`config.mk`:
```
export PLATFORM = sky130hd
export DESIGN_NAME = bba_ctrl
export DESIGN_NICKNAME = d
export VERILOG_FILES = /design/src/bba_pkg.sv /design/src/bba_ctrl.sv
export SDC_FILE = /design/constraint.sdc
export NUM_CORES = 1
export LEC_CHECK = 0
export BUFFER_PORTS_ARGS = -buffer_cell sky130_fd_sc_hd__clkbuf_2
export CAP_MARGIN = 5
export CORE_UTILIZATION = 44
export CTS_CLUSTER_SIZE = 10
export DETAILED_ROUTE_END_ITERATION = 8
export PLACE_DENSITY = 0.73
export SYNTH_ARGS = -nofsm -noshare
export SYNTH_HDL_FRONTEND = slang
export SYNTH_SLANG_ARGS = --single-unit
```
`constraint.sdc`:
```
create_clock -name i_clk -period 1.6 [get_ports i_clk]
set_clock_uncertainty 0.05 [all_clocks]
set_input_delay 0.32 -clock i_clk [delete_from_list [all_inputs] [get_ports i_clk]]
set_output_delay 0.32 -clock i_clk [all_outputs]
set_load 0.1 [all_outputs]
```
`src/bba_pkg.sv`:
```
package bba_pkg;

    localparam int POOL_ORDER_DEF = 16;
    localparam int MIN_ORDER_DEF  = 4;

    localparam logic OP_ALLOC = 1'b0;
    localparam logic OP_FREE  = 1'b1;

    localparam logic [1:0] ST_OK        = 2'd0;
    localparam logic [1:0] ST_ZERO_SIZE = 2'd1;
    localparam logic [1:0] ST_NO_SPACE  = 2'd2;
    localparam logic [1:0] ST_NOT_ALLOC = 2'd3;

    // commands from the controller to the datapath
    typedef struct packed {
        logic clr;      // write one reset entry of the tree
        logic load;     // take an input item
        logic dn_rd;    // read left child of current node
        logic dn_use;   // pick child, step down
        logic fr_rd;    // read candidate node of the free search
        logic fr_use;   // check candidate, step up one order on a miss
        logic fr_fail;  // free search ran out
        logic mark;     // write the chosen node
        logic up_rd;    // read sibling of current node
        logic up_use;   // write parent, step up
        logic fin;      // load the output register
    } t_cmd;

    // status from the datapath to the controller
    typedef struct packed {
        logic clr_done;
        logic err;
        logic is_free;
        logic dn_need;
        logic dn_last;
        logic fr_go;
        logic fr_hit;
        logic at_root;
        logic up_last;
        logic out_free;
    } t_sts;

endpackage

```
`src/bba_ctrl.sv`:
```
module bba_ctrl (
    input  logic          i_clk,
    input  logic          i_rst_n,
    input  logic          i_valid,
    output logic          o_ready,
    input  bba_pkg::t_sts i_sts,
    output bba_pkg::t_cmd o_cmd
);

    typedef enum logic [10:0] {
        S_CLEAR    = 11'b000_0000_0001,
        S_IDLE     = 11'b000_0000_0010,
        S_DISPATCH = 11'b000_0000_0100,
        S_DN_RD    = 11'b000_0000_1000,
        S_DN_USE   = 11'b000_0001_0000,
        S_FR_RD    = 11'b000_0010_0000,
        S_FR_USE   = 11'b000_0100_0000,
        S_MARK     = 11'b000_1000_0000,
        S_UP_RD    = 11'b001_0000_0000,
        S_UP_USE   = 11'b010_0000_0000,
        S_DONE     = 11'b100_0000_0000
    } t_state;

    t_state r_state, n_state;

    always_comb begin
        o_cmd   = '0;
        n_state = r_state;
        unique case (r_state)
            S_CLEAR: begin
                o_cmd.clr = 1'b1;
                if (i_sts.clr_done) n_state = S_IDLE;
            end
            S_IDLE: begin
                if (i_valid) begin
                    o_cmd.load = 1'b1;
                    n_state    = S_DISPATCH;
                end
            end
            S_DISPATCH: begin
                priority if (i_sts.err)  n_state = S_DONE;
                else if (i_sts.is_free)  n_state = S_FR_RD;
                else if (i_sts.dn_need)  n_state = S_DN_RD;
                else                     n_state = S_MARK;
            end
            S_DN_RD: begin
                o_cmd.dn_rd = 1'b1;
                n_state     = S_DN_USE;
            end
            S_DN_USE: begin
                o_cmd.dn_use = 1'b1;
                n_state      = i_sts.dn_last ? S_MARK : S_DN_RD;
            end
            S_FR_RD: begin
                if (i_sts.fr_go) begin
                    o_cmd.fr_rd = 1'b1;
                    n_state     = S_FR_USE;
                end else begin
                    o_cmd.fr_fail = 1'b1;
                    n_state       = S_DONE;
                end
            end
            S_FR_USE: begin
                o_cmd.fr_use = 1'b1;
                n_state      = i_sts.fr_hit ? S_MARK : S_FR_RD;
            end
            S_MARK: begin
                o_cmd.mark = 1'b1;
                n_state    = i_sts.at_root ? S_DONE : S_UP_RD;
            end
            S_UP_RD: begin
                o_cmd.up_rd = 1'b1;
                n_state     = S_UP_USE;
            end
            S_UP_USE: begin
                o_cmd.up_use = 1'b1;
                n_state      = i_sts.up_last ? S_DONE : S_UP_RD;
            end
            S_DONE: begin
                if (i_sts.out_free) begin
                    o_cmd.fin = 1'b1;
                    n_state   = S_IDLE;
                end
            end
            default: n_state = S_CLEAR;
        endcase
    end

    always_ff @(posedge i_clk) begin
        if (!i_rst_n) r_state <= S_CLEAR;
        else          r_state <= n_state;
    end

    assign o_ready = r_state == S_IDLE;

endmodule

```
Word-level counts from Yosys, hierarchy flattened. Cells that the tools add are included.

Flip-flop bits (word level): 11. Bits of input ports: 13. Output and inout port bits: 12. Word-level logic and storage cells: 43.

Equal/unequal tests: 14. Mux-type cells: 27. Reduce and logical (&&, ||, !) cells: 1.

Operators by type and width (number): $pmux W11 S11 (1); $mux W11 (8); $mux W8 (3); $mux W1 (15); $eq A11 B1 Y1 const B (1); $eq A11 B10 Y1 const B (1); $eq A11 B11 Y1 const B (1); $eq A11 B2 Y1 const B (1); $eq A11 B3 Y1 const B (1); $eq A11 B4 Y1 const B (1); $eq A11 B5 Y1 const B (1); $eq A11 B6 Y1 const B (1); $eq A11 B7 Y1 const B (1); $eq A11 B8 Y1 const B (1); $eq A11 B9 Y1 const B (1); $ne A2 B2 Y1 const B (3); $reduce_and A3 Y1 (1).

Logic depth before layout (Yosys ltp). Gate-level depths: netlist of run 1.

Depth in word-level cells: 4. Mapped depth: 6. Gate-level depth less buffers: 6.

Worst setup path before layout of run 1. No wires, ideal clock.

Path kind: reg2out. Start point: register r_state[8]. End point: output port o_ready. Arrival: 4.242 ns. Required time: 1.230 ns. Path slack: -3.012 ns. Stages on the path, launching flop included: 4. Buffers on the path: 0. Cell sequence: dfxtp_1 > or4_4 > nor4_4 > nor4b_1.

Word-level cells in the longest chain between the ends: 1.

RTL lines: from (decl) (line bba_ctrl.sv:24) `t_state r_state, n_state;`; from (signal assigned) (line bba_ctrl.sv:91) `else r_state <= n_state;`; $eq A11 B2 Y1 (line bba_ctrl.sv:94) `assign o_ready = r_state == S_IDLE;`; to (decl) (line bba_ctrl.sv:5) `output logic o_ready,`.

Every way passes these cells.

==> qor.csv, run 1 <==
stage,metric,value,unit
power,powerDensity,509,nW/um^2
die,fp.dieH,44.9,um
layout,largest_reg_flops,11,
layout,nets,174,
layout,drive_gt1_share,63.1,%
power,total_power,0.827,mW
die,ios,25,
detailed_routing,drtIter0Drc,112,
detailed_routing,num_vias,1249,
critical_path,critical_path.endpoint,o_cmd[6],
clock_tree,cts_tree,done,
clock_tree,cts-root-buf,clkbuf_4,
critical_path,crit_arrival,2.02,ns
sta,period_minus_slack,2.39,ns
worst_hold_path,hold_class,primary input to register,
detailed_routing,viasPerCell,6.75,
critical_path,rrSetupSlack,-0.57,ns
layout,top_regs,r_state (11),
place,port_buffers,24,
grt,antenna_found_initial,0,
run_status,outcome,finished with violations,
logic_synthesis,synthArstFlopShare,0,%
clock_tree,path_clk_slew,0.08,ns
clock_tree,cts_buffers,3,
critical_path,reg2reg_to,r_state[0],
detailed_routing,drtPass1Iterations,6,
clock_tree,cts_max_level,1,
clock_tree,clock_latency,0.28,ns
layout,diodes,0,
critical_path,reg2reg_depth,7,
run,maxCapViolations,0,
clock_tree,cts_sinks,11,
logic_synthesis,postSynthAreaPerCell,8.43,um^2
logic_synthesis,syn-instance-count,96,
logic_synthesis,yosys_warnings,0,
logic_synthesis,synthFlopType,dfxtp_1,
critical_path,cp-start-kind,register,
layout,syn_to_final_growth,101,%
detailed_routing,routed_wl,4310,um
logic_synthesis,synth_seq_cells,11,
place,gp_congestion,0.901,
clock_tree,postCtsHoldBufs,0,
critical_path,cp-end-kind,output port,
detailed_routing,wl_per_cell,23.3,um
power,vdd_drop_max,436,uV
grt,grt-ovfl-total,0,
grt,grt_pass1_wl,5530,um
sta,fmax,0.419,GHz
run_status,failed_checks,negative setup slack,
die,die_area,2020,um^2
die,rows,15,
logic_synthesis,synth.net_count,109,
layout,regMostFlops,r_state,
logic_synthesis,ys_types,36,
sta,tightest_slew,0.490,ns
sta,finalHoldViolations,0,
logic_synthesis,yosysSeqAreaShare,27.2,%
clock_tree,ctsLongestPathBuffers,2,
sta,drv_slew,0,
power,leakagePower,0.727,nW
critical_path,path_class,register to output port,
critical_path,worst-path-max-fanout,3,
sta,setup_ws,-0.787,ns
critical_path,crit_start,r_state[8],
logic_synthesis,synth-edff-count,0,
sta,slew_headroom,67.0,%
die,core_area,1730,um^2
logic_synthesis,syn_area,810,um^2
sta,rsz0062_at_grt,true,
grt,grt_max_degree,9,
detailed_routing,ant_nets,0,
critical_path,required,1.23,ns
critical_path,timing.rr.start,r_state[8],
detailed_routing,drc_errors,0,
sta,period_share,149,%
place,hpwl,2220,um
sta,setup_violations,22,
layout,nFillCells,57,
die,initial_core_util,46.9,%
layout,fin_area,1630,um^2
place,place_area,1440,um^2
grt,grt_pass1_vias,1123,
die,die_w,44.9,um
grt,gr-usage-all-layers,38.9,%
placed cells by master (no fill, tap or decap), types with 2 or more instances in the layout:
cell type  Yosys  layout
and3_4         0       4
a21oi_1        4       2
nor2_1         7       6
inv_1          9       8
buf_6          1       6
a22oi_1        6       5
o2111a_1       2       2
nor4b_4        0       2
a32o_1         2       2
and4_4         0       2
nor4b_2        1       2
o21ai_0        2       2
dfxtp_2        0       5
nor2b_1        2       2
nor3_1         5       2
nand2_1        5       3
dfxtp_1       11       6
clkbuf_2       0      12
nor3_4         0       2
nand2b_1       4       4
xor2_1         2       2
nor4_4         1       3
buf_12         0      12
clkbuf_4       0       3
buf_4          0      33
power breakdown:
group	internal (mW)	switching (mW)	total (mW)
Combinational	0.147	0.184	0.331
Sequential	0.282	0.00955	0.291
Clock	0.0967	0.109	0.205
cell usage after synthesis (2+ instances only):
| cell type | n | share of area (%) |
|---|---|---|
| nor4b_1 | 4 | 4.3 |
| nand2b_1 | 4 | 3.1 |
| nor4_2 | 2 | 3.1 |
| nor3_1 | 5 | 3.1 |
| a22oi_1 | 6 | 5.6 |
| inv_1 | 9 | 4.2 |
| nand2_1 | 5 | 2.3 |
| o21ai_0 | 2 | 1.2 |
| nor2_1 | 7 | 3.2 |
| nor4_1 | 2 | 1.5 |
| xor2_1 | 2 | 2.2 |
| clkbuf_1 | 2 | 0.93 |
| and2_1 | 2 | 1.5 |
| a21oi_1 | 4 | 2.5 |
| nor2b_1 | 2 | 1.5 |
| o2111a_1 | 2 | 2.8 |
| and3_1 | 4 | 3.1 |
| and4_1 | 2 | 2.2 |
| and4b_1 | 2 | 2.5 |
| dfxtp_1 | 11 | 27 |
| a32o_1 | 2 | 2.5 |
critical path, stage by stage, from the launching register on:
cell     delay [ns]
dfxtp_2        0.33
or4_4          0.57
buf_4          0.18
nor2_4         0.15
nand2_4        0.09
nor3_4         0.20
buf_12         0.21
layout make-up:
type                    instances  area [um^2]  share of cell area (%)
multi-input cells              73          689                    42.4
flip-flops and latches         11          226                    13.9
inverters                       9         37.5                    2.31
well taps                      25         31.3                    1.92
clock buffers                   4         26.3                    1.62
repair buffers                 63          616                    37.8
kinds of logic after synthesis:
group           Yosys count  share of synthesized area (%)
buf+inv                  12                           6.49
compound gates           23                           22.7
simple gates             48                           41.4
xor+xnor                  2                           2.16
flops                    11                           27.2
what timing repair did:
action / CTS / global route
gates resized for setup: 16 / 10
setup buffers: 5 / 5
endpoints found under the setup margin: 22 / 22
pin swaps: 9 / 5
worst min path at each step:
stage | startpoint | endpoint | cells after the start
2_1_floorplan | i_rst_n | r_state[9] | 1
3_3_place_gp | i_rst_n | r_state[9] | 2
3_5_place_dp | i_rst_n | r_state[9] | 2
4_1_cts | i_rst_n | r_state[4] | 2
5_1_grt | i_sts[9] | r_state[1] | 3
6_report | i_sts[9] | r_state[1] | 3
metrics by stage:
stage          worst slack, ns  util (%)  hold slack [ns]  std cells  TNS (ns)
2_1_floorplan           -0.944         -            0.392         96     -8.06
3_3_place_gp            -0.391      83.1            0.560        173     -5.08
3_5_place_dp            -0.416      83.1            0.572        173     -5.69
4_1_cts                 -0.723      90.5            0.277        182    -10.57
5_1_grt                 -0.825      94.2            0.282        185    -12.42
6_report                -0.787      94.2            0.274        185    -11.80
layer usage:
metal	wire, um	part of all wire [%]	track usage, %
met5	0	0	0
met4	353	8.2	20.6
met3	523	12	6.40
met2	1980	46	67.4
met1	1450	34	45.8
Power figures use the tool's default switching activity.
==> inputs of run 2 (changes only) <==
--- a/config.mk
+++ b/config.mk
@@ -11,6 +11,7 @@
 export CTS_CLUSTER_SIZE = 10
 export DETAILED_ROUTE_END_ITERATION = 8
 export PLACE_DENSITY = 0.73
+export REMOVE_ABC_BUFFERS = 1
 export SYNTH_ARGS = -nofsm -noshare
 export SYNTH_HDL_FRONTEND = slang
 export SYNTH_SLANG_ARGS = --single-unit
==> run 2 against run 1 <==
Compared with the run above: the flow now stops in global routing; area after synthesis is the same; synthesized cell count is the same.
==> qor.csv, run 2 <==
stage,metric,value,unit,change
place,port_buffers,24,,unchanged
sta,grt_worst_setup_endpoint,o_cmd[8],,
logic_synthesis,postSynthAreaPerCell,8.43,um^2,unchanged
clock_tree,cts_sinks,11,,unchanged
run_status,outcome,stopped before the end,,
clock_tree,cts-root-buf,clkbuf_4,,
logic_synthesis,yosys_warnings,0,,unchanged
clock_tree,cts_max_level,1,,unchanged
place,dp_cells,174,,+0.58%
logic_synthesis,synthMostInstantiatedCell,dfxtp_1,,
logic_synthesis,ys_types,36,,unchanged
die,die_w,44.9,um,unchanged
logic_synthesis,synth_area_leaders,"dfxtp_1, a22oi_1, nor4b_1",,
logic_synthesis,synthArstFlopShare,0,%,unchanged
logic_synthesis,synthFlopType,dfxtp_1,,
sta,worst-ep-kind,top-level output,,
run_status,tool.error,"[ERROR DPL-0038] Utilization greater than 100%, impossible to legalize",,
die,initial_core_util,46.9,%,unchanged
die,ios,25,,unchanged
grt,grt_max_degree,9,,
clock_tree,cts_buffers,3,,unchanged
logic_synthesis,synthTopCellsByCount,"dfxtp_1, inv_1, nor2_1",,
run_status,failing_step,global routing,,
logic_synthesis,syn-instance-count,96,,unchanged
logic_synthesis,yosysSeqAreaShare,27.2,%,unchanged
clock_tree,ctsLongestPathBuffers,2,,unchanged
place,place_ws,-0.537,ns,-0.121 ns
logic_synthesis,yosysTopAreaCell,dfxtp_1,,
place,gp_congestion,0.863,,-4.2%
die,fp.dieH,44.9,um,unchanged
logic_synthesis,synth-edff-count,0,,unchanged
logic_synthesis,synth_seq_cells,11,,unchanged
logic_synthesis,synthDominantCellAreaShare,27.2,%,unchanged
place,hpwl,2240,um,+0.95%
clock_tree,postCtsHoldBufs,0,,unchanged
die,rows,15,,unchanged
logic_synthesis,syn_area,810,um^2,unchanged
## run 2: through the flow
stage / TNS (ns) / instance area [um^2]
2_1_floorplan: -20.41 / 791
3_3_place_gp: -4.83 / 1360
3_5_place_dp: -5.70 / 1360
4_1_cts: -9.12 / 1530
## run 2: cells by family after synthesis
kind of cell	Yosys count	share of synthesized area (%)
xor gates and xnor gates	2	2.16
AOI/OAI and AO/OA	23	22.7
DFF	11	27.2
and+or+nand+nor	48	41.4
buffers and inverters	12	6.49
## run 2: timing repair
| item | 4_1_cts |
|---|---|
| pin swaps | 6 |
| setup endpoints to repair | 22 |
| setup buffers | 6 |
| gates resized for setup | 22 |
==> inputs of run 3 (changes only) <==
--- a/config.mk
+++ b/config.mk
@@ -7,10 +7,10 @@
 export LEC_CHECK = 0
 export BUFFER_PORTS_ARGS = -buffer_cell sky130_fd_sc_hd__clkbuf_2
 export CAP_MARGIN = 5
-export CORE_UTILIZATION = 44
-export CTS_CLUSTER_SIZE = 10
+export CORE_AREA = 2 2 63 65
 export DETAILED_ROUTE_END_ITERATION = 8
-export PLACE_DENSITY = 0.73
+export DIE_AREA = 0 0 65 67
+export PLACE_DENSITY_LB_ADDON = 0.15
 export REMOVE_ABC_BUFFERS = 1
 export SYNTH_ARGS = -nofsm -noshare
 export SYNTH_HDL_FRONTEND = slang
==> constraint.sdc (replaced) <==
create_clock -name i_clk -period 2.08 [get_ports i_clk]
set_clock_uncertainty 0.05 [all_clocks]
set_input_delay 0.416 -clock i_clk [delete_from_list [all_inputs] [get_ports i_clk]]
set_output_delay 0.416 -clock i_clk [all_outputs]
set_load 0.1 [all_outputs]
==> run 3 against run 2 <==
Compared with the run above: the flow now finishes, with violations (negative setup slack).
==> qor.csv, run 3 (synthesis results as in run 1) <==
stage,metric,value,unit,change
die,die_w,65,um,+45%
die,rows,22,,+7
worst_hold_path,whs_path_depth,3,,
sta,period_minus_slack,2.40,ns,
sta,fmax,0.417,GHz,
critical_path,worst-path-buf-inv,2,,
layout,fin_area,1530,um^2,
clock_tree,cts_buffers,3,,unchanged
detailed_routing,wl_per_cell,13.3,um,
grt,grt_pass1_wl,4260,um,
detailed_routing,num_vias,946,,
die,core_area,3610,um^2,
grt,use_met2,21.8,%,
detailed_routing,ant_nets,0,,
critical_path,cp_slowest_stage_delay,0.59,ns,
run_status,failed_checks,negative setup slack,,
place,port_buffers,24,,unchanged
run_status,outcome,finished with violations,,
grt,antenna_found_initial,0,,
sta,drv_slew,0,,
place,hpwl,2050,um,-8.5%
critical_path,reg2reg_to,r_state[0],,
critical_path,timing.rr.start,r_state[8],,
grt,grt_pass1_vias,927,,
power,total_power,0.622,mW,
critical_path,required,1.61,ns,
die,fp.dieH,67,um,+49%
sta,finalHoldViolations,0,,
critical_path,crit_arrival,1.93,ns,
layout,syn_to_final_growth,89.2,%,
grt,gr-usage-all-layers,13.0,%,
power,leakagePower,0.680,nW,
clock_tree,ctsLongestPathBuffers,2,,unchanged
clock_tree,cts_max_level,1,,unchanged
clock_tree,cts_sinks,11,,unchanged
layout,largest_reg_flops,11,,
grt,met1_usage,15.8,%,
critical_path,crit_chain,or4_4 -> nor4_4 -> nor4b_2 -> buf_4 -> buf_12,,
power,vdd_drop_max,153,uV,
sta,setup_ws,-0.317,ns,
run,maxCapViolations,0,,
critical_path,cp-end-kind,output port,,
critical_path,reg2reg_depth,7,,
detailed_routing,routed_wl,2650,um,
clock_tree,path_clk_slew,0.05,ns,
sta,setup_violations,7,,
die,initial_core_util,22.4,%,-24 points
sta,slew_headroom,69.8,%,
clock_tree,clock_latency,0.23,ns,
layout,drive_gt1_share,56.3,%,
critical_path,cp_top_family,simple AND/OR/NAND/NOR gates,,
place,gp_congestion,0.756,,-12%
sta,period_share,115,%,
critical_path,worst-path-max-fanout,4,,
sta,fin_hold_ws,0.398,ns,
power,powerDensity,406,nW/um^2,
die,ios,25,,unchanged
place,place_area,1300,um^2,-4.5%
critical_path,rrSetupSlack,0.07,ns,
detailed_routing,drc_errors,0,,
layout,top_regs,r_state (11),,
die,die_area,4360,um^2,
critical_path,cp-start-kind,register,,
critical_path,path_class,register to output port,,
grt,grt_max_degree,9,,
grt,grt-ovfl-total,0,,
clock_tree,cts-root-buf,clkbuf_8,,
layout,regMostFlops,r_state,,
worst_hold_path,hold_class,primary input to register,,
worst_hold_path,min_to,r_state[1],,
grt,top_usage_layer,met2,,
grt,grt_util_met3,2.53,%,
sta,tightest_slew,0.452,ns,
layout,nets,165,,
clock_tree,cts_tree,done,,
layout,diodes,0,,
layout,final_common_cell,buf_4,,
worst_hold_path,min-delay-start,i_sts[9],,
detailed_routing,viasPerCell,4.75,,
sta,rsz0062_at_grt,true,,
detailed_routing,drtPass1Iterations,4,,
detailed_routing,drtIter0Drc,40,,
layout,final_cell_mix,"buf_4, clkbuf_2, buf_12",,
critical_path,slowest_stage,or4_4,,
## run 3: worst register-to-register path: stages (launching register included)
cell	delay, ns
dfxtp_2	0.31
or4_4	0.59
nor2_4	0.16
buf_6	0.11
buf_6	0.10
a31oi_4	0.09
a31o_4	0.27
a32o_1	0.21
## run 3: layout make-up
cell class | instances | area (um^2)
Multi-Input combinational cell | 73 | 628
Inverter | 9 | 36.3
Timing Repair Buffer | 54 | 533
Clock buffer | 4 | 45.0
Fill cell | 362 | 2070
Tap cell | 48 | 60.1
Sequential cell | 11 | 229
## run 3: metrics by stage
stage / TNS, ns / util (%) / std cells / setup WS, ns
after floorplan: -10.89 / - / 93 / -2.63
after global placement: -0.189 / 36.1 / 185 / -0.0953
final: -1.88 / 42.5 / 199 / -0.317
after global routing: -2.59 / 42.5 / 199 / -0.405
after detailed placement: -0.213 / 36.1 / 185 / -0.101
after CTS: -1.80 / 39.8 / 194 / -0.307
## run 3: per-layer routing
metal | vias up | share of wire (%)
met1 | 441 | 47
li1 | 480 | -
met2 | 23 | 48
met3 | 2 | 3.8
met5 | - | 0
met4 | 0 | 1.4
## run 3: worst max path at each step
| stage | from | to | slack [ns] | depth (start not counted) |
|---|---|---|---|---|
| after CTS | r_state[8] | o_cmd[9] | -0.31 | 5 |
| after global routing | r_state[8] | o_ready | -0.40 | 5 |
| final | r_state[8] | o_ready | -0.32 | 5 |
| after detailed placement | r_state[8] | o_ready | -0.10 | 5 |
| after floorplan | r_state[8] | o_ready | -2.63 | 3 |
| after global placement | r_state[8] | o_ready | -0.1 | 5 |
## run 3: repair_timing
| item | 4_1_cts | 5_1_grt |
|---|---|---|
| pin swaps | 6 | 6 |
| buffers inserted | 5 | 5 |
| hold buffers | 0 | 0 |
| endpoints found under the setup margin | 12 | 16 |
| gates resized for setup | 15 | 16 |
## run 3: report_power, final
part           internal, mW  total [mW]  switching [mW]  leakage, nW
combinational        0.0810       0.185           0.104        0.566
sequential            0.218       0.224         0.00696       0.0910
clock                 0.134       0.212          0.0778       0.0228
